--- src/hdl/msas_pkg.sv ---
// Shared types and constants for the multi-slot alarm scheduler.
package msas_pkg;
	localparam int SLOTS     = 16;
	localparam int SLOT_BITS = 4;
	localparam int TIME_BITS = 32;
	localparam int DAY_SECS  = 60 * 60 * 24;

	typedef logic [TIME_BITS-1:0] time_t;

	localparam logic [2:0] FN_TICK   = 3'd0;
	localparam logic [2:0] FN_ADD    = 3'd1;
	localparam logic [2:0] FN_REMOVE = 3'd2;
	localparam logic [2:0] FN_MODIFY = 3'd3;
	localparam logic [2:0] FN_SHIFT  = 3'd4;
	localparam logic [2:0] FN_BAD    = 3'd7;

	localparam logic [2:0] PH_EMPTY      = 3'd0;
	localparam logic [2:0] PH_SCHED      = 3'd1;
	localparam logic [2:0] PH_ANNOUNCED  = 3'd2;
	localparam logic [2:0] PH_RUNNING    = 3'd3;
	localparam logic [2:0] PH_FINISHED   = 3'd4;
	localparam logic [2:0] PH_TERMINATED = 3'd5;

	localparam logic [2:0] NT_DONE     = 3'd0;
	localparam logic [2:0] NT_ANNOUNCE = 3'd1;
	localparam logic [2:0] NT_START    = 3'd2;
	localparam logic [2:0] NT_STOP     = 3'd3;
	localparam logic [2:0] NT_ACCEPT   = 3'd4;
	localparam logic [2:0] NT_REJECT   = 3'd5;

	// one command word passed from front to back
	typedef struct packed {
		logic [2:0]           func;
		logic [SLOT_BITS-1:0] slot;
		time_t                now_time;
		time_t                announce_time;
		time_t                alarm_time;
		time_t                stop_time;
		logic [2:0]           repeat_mode;
		logic [2:0]           event_type;
	} cmd_t;

	// one result word
	typedef struct packed {
		logic [2:0]           notice;
		logic [SLOT_BITS-1:0] slot;
		logic [2:0]           kind;
		logic                 last;
	} res_t;

	function automatic time_t period_of(input logic [2:0] mode);
		case (mode)
			3'd1:         period_of = time_t'(DAY_SECS);
			3'd2:         period_of = time_t'(DAY_SECS * 7);
			3'd3:         period_of = time_t'(DAY_SECS * 14);
			3'd4, 3'd5:   period_of = time_t'(DAY_SECS * 28);
			default:      period_of = '0;
		endcase
	endfunction
endpackage

--- src/hdl/msas_queue.sv ---
// Two-entry command queue between the front and the back.
module msas_queue (
	input  logic           clk,
	input  logic           arst_n,
	input  logic           wr_valid,
	output logic           wr_ready,
	input  msas_pkg::cmd_t wr_data,
	output logic           rd_valid,
	input  logic           rd_ready,
	output msas_pkg::cmd_t rd_data
);
	import msas_pkg::*;

	cmd_t       mem_q [2];
	logic       wp_q, rp_q;
	logic [1:0] cnt_q;

	assign wr_ready = cnt_q != 2'd2;
	assign rd_valid = cnt_q != 2'd0;
	assign rd_data  = mem_q[rp_q];

	always_ff @(posedge clk) begin
		if (wr_valid && wr_ready) mem_q[wp_q] <= wr_data;
	end

	// pointers and fill
	always_ff @(posedge clk or negedge arst_n) begin
		if (!arst_n) begin
			wp_q  <= 1'b0;
			rp_q  <= 1'b0;
			cnt_q <= 2'd0;
		end else begin
			if (wr_valid && wr_ready) wp_q <= ~wp_q;
			if (rd_valid && rd_ready) rp_q <= ~rp_q;
			cnt_q <= cnt_q + 2'(wr_valid && wr_ready) - 2'(rd_valid && rd_ready);
		end
	end
endmodule

--- src/hdl/msas_front.sv ---
// Front: takes input words, masks unknown functions, registers them for the queue.
module msas_front (
	input  logic           clk,
	input  logic           arst_n,
	input  logic           in_valid,
	output logic           in_ready,
	input  msas_pkg::cmd_t in_cmd,
	output logic           q_valid,
	input  logic           q_ready,
	output msas_pkg::cmd_t q_cmd
);
	import msas_pkg::*;

	logic valid_q;
	cmd_t cmd_q;

	assign in_ready = !valid_q || q_ready;
	assign q_valid  = valid_q;
	assign q_cmd    = cmd_q;

	always_ff @(posedge clk or negedge arst_n) begin
		if (!arst_n) valid_q <= 1'b0;
		else if (in_ready) valid_q <= in_valid;
	end

	// unknown functions all become one reject code
	always_ff @(posedge clk) begin
		if (in_valid && in_ready) begin
			cmd_q.slot          <= in_cmd.slot;
			cmd_q.now_time      <= in_cmd.now_time;
			cmd_q.announce_time <= in_cmd.announce_time;
			cmd_q.alarm_time    <= in_cmd.alarm_time;
			cmd_q.stop_time     <= in_cmd.stop_time;
			cmd_q.repeat_mode   <= in_cmd.repeat_mode;
			cmd_q.event_type    <= in_cmd.event_type;
			cmd_q.func          <= (in_cmd.func > FN_SHIFT) ? FN_BAD : in_cmd.func;
		end
	end
endmodule

--- src/hdl/msas_back.sv ---
// Back: slot table and sequencer that executes commands and emits result words.
module msas_back (
	input  logic           clk,
	input  logic           arst_n,
	input  logic           c_valid,
	output logic           c_ready,
	input  msas_pkg::cmd_t c_cmd,
	output logic           r_valid,
	input  logic           r_ready,
	output msas_pkg::res_t r_res
);
	import msas_pkg::*;

	localparam logic [1:0] ST_IDLE = 2'd0;
	localparam logic [1:0] ST_TICK = 2'd1;
	localparam logic [1:0] ST_EMIT = 2'd2;
	localparam logic [1:0] ST_DONE = 2'd3;

	localparam logic [SLOT_BITS-1:0] LAST_SLOT = SLOT_BITS'(SLOTS - 1);

	logic [2:0] ph_q [SLOTS];
	time_t      ann_q [SLOTS];
	time_t      alm_q [SLOTS];
	time_t      stp_q [SLOTS];
	logic [2:0] rep_q [SLOTS];
	logic [2:0] kind_q [SLOTS];

	logic [1:0]           st_q;
	logic [SLOT_BITS-1:0] idx_q;
	cmd_t                 cmd_q;
	logic                 ovalid_q;
	res_t                 ores_q;
	logic [2:0]           pend_q;      // notices still to emit for this slot
	logic [2:0]           ph_w;
	logic                 fin_w;

	assign r_valid = ovalid_q;
	assign r_res   = ores_q;
	assign c_ready = st_q == ST_IDLE && !ovalid_q;

	// per-slot tick evaluation for the indexed slot
	logic       a_f, s_f, p_f;
	logic [2:0] p0, p1, p2;
	always_comb begin
		p0  = ph_q[idx_q];
		a_f = ann_q[idx_q] != '0 && p0 == PH_SCHED && ann_q[idx_q] <= cmd_q.now_time;
		p1  = a_f ? PH_ANNOUNCED : p0;
		s_f = alm_q[idx_q] != '0 && (p1 == PH_SCHED || p1 == PH_ANNOUNCED)
			&& alm_q[idx_q] <= cmd_q.now_time;
		p2  = s_f ? ((stp_q[idx_q] == '0) ? PH_FINISHED : PH_RUNNING) : p1;
		p_f = stp_q[idx_q] != '0 && p2 == PH_RUNNING && stp_q[idx_q] <= cmd_q.now_time;
		ph_w  = p_f ? PH_FINISHED : p2;
		fin_w = ph_w == PH_FINISHED;
	end

	// first free slot
	logic                 free_f;
	logic [SLOT_BITS-1:0] free_i;
	always_comb begin
		free_f = 1'b0;
		free_i = '0;
		for (int i = SLOTS - 1; i >= 0; i--) begin
			if (ph_q[i] == PH_EMPTY) begin
				free_f = 1'b1;
				free_i = SLOT_BITS'(i);
			end
		end
	end

	logic tgt_ok;
	assign tgt_ok = ph_q[c_cmd.slot] != PH_EMPTY;

	function automatic time_t bump(input time_t t, input time_t d);
		bump = (t != '0) ? t + d : t;
	endfunction

	always_ff @(posedge clk or negedge arst_n) begin
		if (!arst_n) begin
			st_q     <= ST_IDLE;
			ovalid_q <= 1'b0;
			idx_q    <= '0;
			pend_q   <= '0;
			for (int i = 0; i < SLOTS; i++) ph_q[i] <= PH_EMPTY;
		end else begin
			case (st_q)
				ST_IDLE: begin
					if (c_valid && c_ready) begin
						cmd_q <= c_cmd;
						case (c_cmd.func)
							FN_TICK: begin
								idx_q <= '0;
								pend_q <= '0;
								st_q <= ST_TICK;
							end
							FN_ADD: begin
								ovalid_q <= 1'b1;
								if (free_f) begin
									ann_q[free_i]  <= c_cmd.announce_time;
									alm_q[free_i]  <= c_cmd.alarm_time;
									stp_q[free_i]  <= c_cmd.stop_time;
									rep_q[free_i]  <= c_cmd.repeat_mode;
									kind_q[free_i] <= c_cmd.event_type;
									ph_q[free_i]   <= PH_SCHED;
									ores_q <= '{NT_ACCEPT, free_i, c_cmd.event_type, 1'b1};
								end else begin
									ores_q <= '{NT_REJECT, SLOT_BITS'(0), 3'd0, 1'b1};
								end
							end
							FN_REMOVE: begin
								ovalid_q <= 1'b1;
								if (tgt_ok) begin
									ph_q[c_cmd.slot] <= PH_TERMINATED;
									if (ph_q[c_cmd.slot] == PH_RUNNING
										&& stp_q[c_cmd.slot] != '0) begin
										ores_q <= '{NT_STOP, c_cmd.slot,
											kind_q[c_cmd.slot], 1'b0};
										st_q <= ST_EMIT;
									end else begin
										ores_q <= '{NT_ACCEPT, c_cmd.slot,
											kind_q[c_cmd.slot], 1'b1};
									end
								end else begin
									ores_q <= '{NT_REJECT, c_cmd.slot, 3'd0, 1'b1};
								end
							end
							FN_MODIFY: begin
								ovalid_q <= 1'b1;
								if (tgt_ok) begin
									ann_q[c_cmd.slot] <= c_cmd.announce_time;
									alm_q[c_cmd.slot] <= c_cmd.alarm_time;
									stp_q[c_cmd.slot] <= c_cmd.stop_time;
									ph_q[c_cmd.slot]  <= PH_SCHED;
									ores_q <= '{NT_ACCEPT, c_cmd.slot, kind_q[c_cmd.slot], 1'b1};
								end else begin
									ores_q <= '{NT_REJECT, c_cmd.slot, 3'd0, 1'b1};
								end
							end
							FN_SHIFT: begin
								ovalid_q <= 1'b1;
								if (tgt_ok) begin
									ann_q[c_cmd.slot] <= bump(ann_q[c_cmd.slot],
										c_cmd.announce_time);
									alm_q[c_cmd.slot] <= bump(alm_q[c_cmd.slot], c_cmd.alarm_time);
									stp_q[c_cmd.slot] <= bump(stp_q[c_cmd.slot], c_cmd.stop_time);
									ph_q[c_cmd.slot]  <= PH_SCHED;
									ores_q <= '{NT_ACCEPT, c_cmd.slot, kind_q[c_cmd.slot], 1'b1};
								end else begin
									ores_q <= '{NT_REJECT, c_cmd.slot, 3'd0, 1'b1};
								end
							end
							default: begin
								ovalid_q <= 1'b1;
								ores_q <= '{NT_REJECT, c_cmd.slot, 3'd0, 1'b1};
							end
						endcase
					end else if (ovalid_q && r_ready) begin
						ovalid_q <= 1'b0;
					end
				end
				// remove: the accept word follows the stop word
				ST_EMIT: begin
					if (!ovalid_q || r_ready) begin
						ovalid_q <= 1'b1;
						ores_q <= '{NT_ACCEPT, cmd_q.slot, kind_q[cmd_q.slot], 1'b1};
						st_q <= ST_IDLE;
					end
				end
				// one slot per visit; each pending notice is emitted on its own
				ST_TICK: begin
					if (!ovalid_q || r_ready) begin
						if (pend_q != 3'd0) begin
							// emit lowest pending notice
							ovalid_q <= 1'b1;
							if (pend_q[0]) begin
								ores_q <= '{NT_ANNOUNCE, idx_q, kind_q[idx_q], 1'b0};
								pend_q <= pend_q & 3'b110;
							end else if (pend_q[1]) begin
								ores_q <= '{NT_START, idx_q, kind_q[idx_q], 1'b0};
								pend_q <= pend_q & 3'b100;
							end else begin
								ores_q <= '{NT_STOP, idx_q, kind_q[idx_q], 1'b0};
								pend_q <= 3'b000;
							end
							if ((pend_q & (pend_q - 3'd1)) == 3'd0) begin
								// final notice of this slot
								if (idx_q == LAST_SLOT) st_q <= ST_DONE;
								else idx_q <= idx_q + 1'b1;
							end
						end else begin
							// commit slot; an empty slot stays empty
							if (fin_w) begin
								if (period_of(rep_q[idx_q]) != '0) begin
									ann_q[idx_q] <= bump(ann_q[idx_q], period_of(rep_q[idx_q]));
									alm_q[idx_q] <= bump(alm_q[idx_q], period_of(rep_q[idx_q]));
									stp_q[idx_q] <= bump(stp_q[idx_q], period_of(rep_q[idx_q]));
									ph_q[idx_q] <= PH_SCHED;
								end else ph_q[idx_q] <= PH_EMPTY;
							end else if (ph_w == PH_TERMINATED) ph_q[idx_q] <= PH_EMPTY;
							else ph_q[idx_q] <= ph_w;
							if (a_f || s_f || p_f) begin
								ovalid_q <= 1'b0;
								pend_q <= {p_f, s_f, a_f};
							end else if (idx_q == LAST_SLOT) begin
								ovalid_q <= 1'b1;
								ores_q <= '{NT_DONE, SLOT_BITS'(0), 3'd0, 1'b1};
								st_q <= ST_IDLE;
							end else begin
								ovalid_q <= 1'b0;
								idx_q <= idx_q + 1'b1;
							end
						end
					end
				end
				// tick done word after the last slot's notices
				ST_DONE: begin
					if (!ovalid_q || r_ready) begin
						ovalid_q <= 1'b1;
						ores_q <= '{NT_DONE, SLOT_BITS'(0), 3'd0, 1'b1};
						st_q <= ST_IDLE;
					end
				end
				default: st_q <= ST_IDLE;
			endcase
		end
	end
endmodule

--- src/hdl/multi_slot_alarm_scheduler_core.sv ---
// Top level of the multi-slot alarm scheduler.
// Commands pass a front register and a two-word queue to the back sequencer, which owns
// the sixteen-slot table. Add, remove, modify and shift register their result word when
// the back takes them, and the back takes a new command once that word has gone; a
// remove that stops a running slot sends one more word. A tick visits slots one a cycle
// through the single slot walker, pausing on a slot to send its notices one word at a
// time, and ends with a done word; output stalls hold the walk. The result register lets
// the next command enter the queue while a word waits to be taken.
module multi_slot_alarm_scheduler_core (
	input  logic                         clk,
	input  logic                         arst_n,
	input  logic                         in_valid,
	output logic                         in_ready,
	input  logic [2:0]                   func,
	input  logic [3:0]                   slot,
	input  logic [msas_pkg::TIME_BITS-1:0] now_time,
	input  logic [msas_pkg::TIME_BITS-1:0] announce_time,
	input  logic [msas_pkg::TIME_BITS-1:0] alarm_time,
	input  logic [msas_pkg::TIME_BITS-1:0] stop_time,
	input  logic [2:0]                   repeat_mode,
	input  logic [2:0]                   event_type,
	output logic                         out_valid,
	input  logic                         out_ready,
	output logic [2:0]                   notice,
	output logic [3:0]                   slot_out,
	output logic [2:0]                   type_out,
	output logic                         last
);
	import msas_pkg::*;

	cmd_t in_cmd, f_cmd, q_cmd;
	logic f_valid, f_ready, q_valid, q_ready;
	res_t res;

	assign in_cmd = '{func, slot, now_time, announce_time, alarm_time, stop_time,
		repeat_mode, event_type};

	msas_front u_front (.clk, .arst_n, .in_valid, .in_ready, .in_cmd,
		.q_valid(f_valid), .q_ready(f_ready), .q_cmd(f_cmd));
	msas_queue u_queue (.clk, .arst_n, .wr_valid(f_valid), .wr_ready(f_ready),
		.wr_data(f_cmd), .rd_valid(q_valid), .rd_ready(q_ready), .rd_data(q_cmd));
	msas_back u_back (.clk, .arst_n, .c_valid(q_valid), .c_ready(q_ready), .c_cmd(q_cmd),
		.r_valid(out_valid), .r_ready(out_ready), .r_res(res));

	assign notice   = res.notice;
	assign slot_out = res.slot;
	assign type_out = res.kind;
	assign last     = res.last;

`ifndef SYNTHESIS
	a_done_last: assert property (@(posedge clk) disable iff (!arst_n)
		out_valid && notice == NT_DONE |-> last)
		else $error("tick done word without last");
	a_note_notlast: assert property (@(posedge clk) disable iff (!arst_n)
		out_valid && (notice == NT_ANNOUNCE || notice == NT_START) |-> !last)
		else $error("tick notice marked last");
`endif
endmodule
--- config.mk ---
export PLATFORM = sky130hd
export DESIGN_NAME = multi_slot_alarm_scheduler_core
export DESIGN_NICKNAME = d
export VERILOG_FILES = /design/src/hdl/msas_pkg.sv /design/src/hdl/msas_queue.sv /design/src/hdl/msas_front.sv /design/src/hdl/msas_back.sv /design/src/hdl/multi_slot_alarm_scheduler_core.sv
export SDC_FILE = /design/constraint.sdc
export NUM_CORES = 2
export LEC_CHECK = 0
export BUFFER_PORTS_ARGS = -buffer_cell sky130_fd_sc_hd__buf_4
export CAP_MARGIN = 25
export CORE_AREA = 3 3 566 568
export DETAILED_ROUTE_END_ITERATION = 10
export DIE_AREA = 0 0 569 571
export MAX_ROUTING_LAYER = met4
export PLACE_DENSITY = 0.52
export SETUP_SLACK_MARGIN = 0.2
export SLEW_MARGIN = 20
export SYNTH_ARGS = -nofsm -noshare
export SYNTH_HDL_FRONTEND = slang
export SYNTH_SLANG_ARGS = --single-unit
--- constraint.sdc ---
create_clock -name clk -period 13.7 [get_ports clk]
set_input_delay 4.11 -clock clk [delete_from_list [all_inputs] [get_ports clk]]
set_output_delay 4.11 -clock clk [all_outputs]
set_load 0.01 [all_outputs]
Yosys cells after proc, flatten, opt, wreduce, memory -nomap -nowiden
Memory sizes are Yosys's and may differ from the RTL's. A register that Yosys moved wholly into a read port is not among the register bits. Cells that the tools add are included.

Add/subtract/negate cells: 10. Magnitude comparators: 10. Equal/unequal tests: 44. Muxes and demuxes: 172. Bitwise operators: 23. Reductions and logical operators: 75.

Operators by type and width (number): $mux 32 (24); $mux 48 (9); $reduce_bool 32->1 (7); $add 32x32->32 (6); $reduce_or 32->1 (6); $pmux 48 s3 (1); $mux 4 (30); $mux 11 (10); $and 32x32->32 (3); $le 32x32->1 (3); $not 32->32 (3); $pmux 48 s2 (1); $pmux 11 s4 (2); $pmux 22 s4 (1); $logic_not 3->1 (18); $mux 3 (18); $mux 1 (52); $and 48x48->48 (1); $bwmux 48 (1); $not 48->48 (1); $or 16x16->16 (3); $demux 3 s4 (3); $logic_not 32->1 (1); $or 32x32->32 (1); other kinds (47) (129).

Register bits: 251. Memory bits (writable): 1914. Input port bits: 145. Output and inout bits: 13. Logic and storage cells: 380. Memories kept: 6.

Memories: u_back.alm_q (words 16, width 32, read ports 2, clocked after memory_dff 0, wr ports 1, RTL line msas_back.sv:23) `time_t alm_q [SLOTS];`; u_back.ann_q (words 16, width 32, read ports 2, clocked after memory_dff 0, wr ports 1, RTL line msas_back.sv:22) `time_t ann_q [SLOTS];`; u_back.stp_q (words 16, width 32, read ports 2, clocked after memory_dff 0, wr ports 1, RTL line msas_back.sv:24) `time_t stp_q [SLOTS];`; u_queue.mem_q (words 2, width 141, read ports 1, clocked after memory_dff 0, wr ports 1, RTL line msas_queue.sv:14) `cmd_t mem_q [2];`; u_back.kind_q (words 16, width 3, read ports 3, clocked after memory_dff 1, wr ports 1, RTL line msas_back.sv:26) `logic [2:0] kind_q [SLOTS];`; u_back.rep_q (words 16, width 3, read ports 1, clocked after memory_dff 0, wr ports 1, RTL line msas_back.sv:25) `logic [2:0] rep_q [SLOTS];`.

Logic depth before layout (Yosys ltp)
Word-level depth: 32. Depth in mapped cells: 26. Mapped depth without buffers: 20.

Hierarchy
A second synthesis with hierarchy kept.

Cells, all modules: 6211. Area, all modules: 106253.2 um^2.

Modules (own cells, without submodules): msas_back (instances 1, cells each 5607, area an instance 91251.3 um^2, seq. area each 51949.8 um^2); msas_queue (instances 1, cells each 456, area an instance 10695.3 um^2, seq. area each 8568.2 um^2); msas_front (instances 1, cells each 148, area an instance 4306.6 um^2, seq. area each 4259.1 um^2).

Least setup slack after synthesis
No wires, ideal clock.

Path type: input port to flip-flop. From: input arst_n. To: memory u_back.alm_q[3][0] (netlist name), enable pin. Setup time: 552 ps. Arrival: 10378 ps. Data required time: 13148 ps. Slack: 2770 ps. Cell stages on the path: 9. Path buffers: 0. Path through: nand2_1 -> inv_1 -> o31ai_1 -> a211oi_1 -> nand2_1 -> o21ai_0 -> nand2_1 -> mux2_2 -> nor2_1.

Longest elaborated chain between the ends: 6. Elaborated cells on any way between the ends: 15. Classes of those cells: 8 x mux; 1 x bitwise; 6 x reduce/logical.

Ends and longest elaborated chain: start, declared (RTL line multi_slot_alarm_scheduler_core.sv:11) `input logic arst_n,`; $logic_and 1x1->1 (on tied branches) (RTL line msas_back.sv:130, msas_back.sv:143); $mux 1 (on tied branches) (RTL line msas_back.sv:130, msas_back.sv:143); $or 1x1->1 (no line); $reduce_or 32->1 (no line); $mux 4 (no line) / $mux 1 (equally long branches) (2 in series); end, declared (RTL line msas_back.sv:23).

Several ways; a longest one is shown, not always the timed one.

Worst setup path in the final report
From: register u_back.idx_q[0]. To: memory u_back.alm_q[9][11] (netlist name), data pin.

Longest elaborated chain between the ends: 26. Elaborated cells on any way between the ends: 59. Classes of those cells: 1 x add/sub; 3 x order compare; 10 x eq/ne; 25 x mux; 1 x bitwise; 15 x reduce/logical; 4 x memory.

Ends and longest elaborated chain: start, declared (RTL line msas_back.sv:29) `logic [SLOT_BITS-1:0] idx_q;`; start signal, assigned (RTL line msas_back.sv:187) `else idx_q <= idx_q + 1'b1;`; start signal, assigned (RTL line msas_back.sv:209) `idx_q <= idx_q + 1'b1;`; parallel branches: the longest is 25 deep, another holds $mem_v2 16x32; $mux 32 (no line) *.

Every way passes the cells marked *. The select of a mux whose other input is x is not followed.

==> results_dict.tcl <==
set metrics [dict create \
    place_area_um2 114000 \
    num_vias 66800 \
    core_um2 315000 \
    cp_data_arrival_time_ns 10.46 \
    synth_fp_nets 6903 \
    tns_ns 0 \
    tightest_slew_ns 1.18 \
    clk_path_buf_depth 4 \
    hold_path_startpoint "u_front.q_cmd[22]$_DFFE_PP_" \
    multiInputGateArea_um2 40500 \
    fin_nets 7110 \
    regArea_um2 64800 \
    cts.repair.resized 0 \
    htreeDepth 4 \
    final_common_cell "edfxtp_1" \
    antenna_found_initial 10 \
    path_class "flip-flop to flip-flop" \
    synth_seq_area_share_pct 60.5 \
    r2r_setup_slack_ns 3.80 \
    cp-start-kind "flip-flop" \
    path_cells "buf_12, buf_4, mux4_2, a22oi_1, nand2_1, ha_1, a21o_1, a21o_1, a211oi_1, o221ai_1, and2_1, o31ai_1, a221oi_2, nor4b_4, buf_4, buf_12, or4b_1, o21ai_1" \
    wirelength_um 365000 \
    first_pass_iters 7 \
    drt_iter0_drc 7910 \
    slowest_delay_ns 0.83 \
    clkTransAtPathRegs_ns 0.07 \
    numCtsBuffers 227 \
    ys_seq_elements 2169 \
    insertion_delay_ns 0.92 \
    grt_overflow_total 0 \
    async_reset_ff_share_pct 2.90 \
    clock_skew_ns 0.0763 \
    synth_flop_cell "edfxtp_1" \
    yosysUniqueCellTypes 90 \
    timing.rr.start "u_back.idx_q[0]$_DFFE_PN0P_" \
    grt_use_met1_pct 29.9 \
    rsz0062_at_grt "no" \
    p_leak_nw 40.1 \
    critPathBufInv 4 \
    dieArea_um2 325000 \
    io_buffers 157 \
    cts_tree "done" \
    holdBufCountCts 0 \
    cp.depth 18 \
    cts_root_buffer "clkbuf_16" \
    cpLargestDelayFamily "compound AO/OA/AOI/OAI gates" \
    grt.total_usage_pct 22.6 \
    die_w_um 569 \
    drv_slew 0 \
    stdcell_area_um2 122000 \
    syn_inst 6512 \
    max_cap_violations 0 \
    grt_use_met2_pct 35.0 \
    die_h_um 571 \
    max_freq_mhz 101 \
    yosys_warnings 0 \
    end_kind "flip-flop" \
    ant_nets 0 \
    r2r_cells 18 \
    grt_pass1_vias 66500 \
    grtUsageMet3_pct 4.46 \
    place_ws_ns 3.94 \
    worstHoldPathType "flip-flop to flip-flop" \
    top_usage_layer "met2" \
    ir_drop_v 0.000191 \
    layout_common_cells "edfxtp_1, mux4_2, nand2_1, buf_4, mux2i_1" \
    status "completed" \
    dp_hpwl_um 227000 \
    gp_congestion 0.916 \
    synth_area_per_cell_um2 16.4 \
    startpoint "u_back.idx_q[0]$_DFFE_PN0P_" \
    cts_setup_buffers 0 \
    grt_first_pass_wirelength_um 512000 \
    grt_max_degree 133 \
    fin_util_pct 38.5 \
    yosysTopAreaCell "edfxtp_1" \
    fill_cells 28800 \
    power.density_nw_per_um2 267 \
    crit_slowest_cell "buf_4" \
    hold_viol 0 \
    synth_top_area_share_pct 59.0 \
    layout_min_cycle_time_ns 9.90 \
    relSlewSlack_pct 21.5 \
    synthesis.area_um2 107000 \
    synthTopCellsByArea "edfxtp_1, mux4_2, mux2i_1, ha_1, a22oi_1" \
    fin_crit_sh_pct 72.3 \
    clock_sinks 2169 \
    std_cell_rows 206 \
    routedWlPerCell_um 33.0 \
    setup_viol 0 \
    synth-edff-count 2102 \
    crit_fanout 112 \
    vias_per_cell 6.03 \
    worstPathRequired_ns 14.26 \
    critical_path.endpoint "u_back.alm_q[9][11]$_DFFE_PP_" \
    drc 0 \
    syn_to_final_growth_pct 13.5 \
    initial_core_util_pct 34.0 \
    io_pins 158 \
    drive_gt1_share_pct 25.6 \
    fin_ws_ns 3.80 \
    reg2reg_to "u_back.alm_q[9][11]$_DFFE_PP_" \
]
-- final cells by class --
type                       count  share of cell area (%)
clock buffer                 286                    4.95
tap                         4160                    4.28
inverter                     119                   0.387
clock inverter               131                    1.27
multi-input combinational   3848                    33.4
timing repair buffer         354                    2.40
antenna                       11                  0.0227
sequential                  2169                    53.3
-- synthesized netlist by cell type, drive strengths merged, types with 18 or more instances --
cell type	number
o221ai	22
nor3	78
inv	116
a31oi	62
nor2b	32
a21o	57
o21ai	205
and3	26
mux2	141
or3	23
nor4	49
nor2	256
ha	240
nand4	42
mux4	828
xnor2	100
a22o	19
xor2	40
nand2b	23
edfxtp	2102
a21oi	209
nand2	426
o31ai	20
mux2i	317
a22oi	214
a211oi	31
a221oi	40
o21a	33
nand3	85
a21boi	24
buf	210
dfrtp	63
clkbuf	166
o21bai	18
-- per-stage QoR --
| step | total power [W] | hold slack [ns] | cells |
|---|---|---|---|
| global route | 0.0341 | 0.452 | 11100 |
| detailed placement | 0.0260 | 0.429 | 10600 |
| global placement | 0.0258 | 0.424 | 10600 |
| CTS | 0.0324 | 0.434 | 11100 |
| floorplan | 0.0205 | 0.421 | 6512 |
| finish | 0.0324 | 0.441 | 11100 |
-- registers in the layout, summed over array words and instances (netlist names), named ones only --
| register | flops |
|---|---|
| u_back.r_valid | 1 |
| u_back.pend_q | 3 |
| u_back.cmd_q | 36 |
| u_queue.wp_q | 1 |
| u_queue.cnt_q | 2 |
| u_back.stp_q | 512 |
| u_back.ph_q | 32 |
| u_front.q_valid | 1 |
| u_back.ann_q | 512 |
| u_back.st_q | 2 |
| u_back.kind_q | 48 |
| u_queue.mem_q | 282 |
| u_front.q_cmd | 141 |
| u_back.rep_q | 48 |
| u_queue.rp_q | 1 |
| u_back.r_res | 11 |
| u_back.idx_q | 4 |
| u_back.alm_q | 512 |
-- worst register-to-register path: stages, from the launching register on --
cell	delay, ns
dfrtp_4	0.69
buf_12	0.46
buf_4	1.21
mux4_2	0.65
a22oi_1	0.36
nand2_1	0.25
ha_1	0.36
a21o_1	0.19
a21o_1	0.17
a211oi_1	0.53
o221ai_1	0.62
and2_1	0.36
o31ai_1	0.35
a221oi_2	0.16
nor4b_4	0.68
buf_4	0.77
buf_12	0.54
or4b_1	0.69
o21ai_1	0.51
-- cell families after synthesis --
| group | Yosys count | synth area share [%] |
|---|---|---|
| flops | 2169 | 60.5 |
| mux | 1286 | 21.9 |
| simple gates | 1092 | 4.68 |
| compound gates | 1083 | 6.83 |
| buf+inv | 495 | 2.05 |
| fa+ha+maj | 247 | 2.93 |
| xor+xnor | 140 | 1.15 |
-- per-layer routing --
metal  vias up  part of all wire (%)
li1      27400                     -
met1     35400                    41
met2      3353                    46
met3       678                   8.8
met4         0                   3.8
met5         -                     0
-- where the power goes --
part / internal (W) / switching, W
registers: 0.00905 / 0.000372
clock network: 0.00369 / 0.00265
logic: 0.00607 / 0.0106
total: 0.0188 / 0.0136
-- worst min-delay path by stage --
stage                                      end  slack (ns)  depth (start not counted)
6_report        u_queue.mem_q[1][22]$_DFFE_PP_        0.44                          0
5_1_grt         u_queue.mem_q[0][97]$_DFFE_PP_        0.45                          0
4_1_cts         u_queue.mem_q[0][14]$_DFFE_PP_        0.43                          0
3_5_place_dp   u_queue.mem_q[0][113]$_DFFE_PP_        0.43                          0
3_3_place_gp    u_queue.mem_q[1][21]$_DFFE_PP_        0.42                          0
2_1_floorplan    u_queue.mem_q[0][0]$_DFFE_PP_        0.42                          0
(Power assumes the default switching activity.)
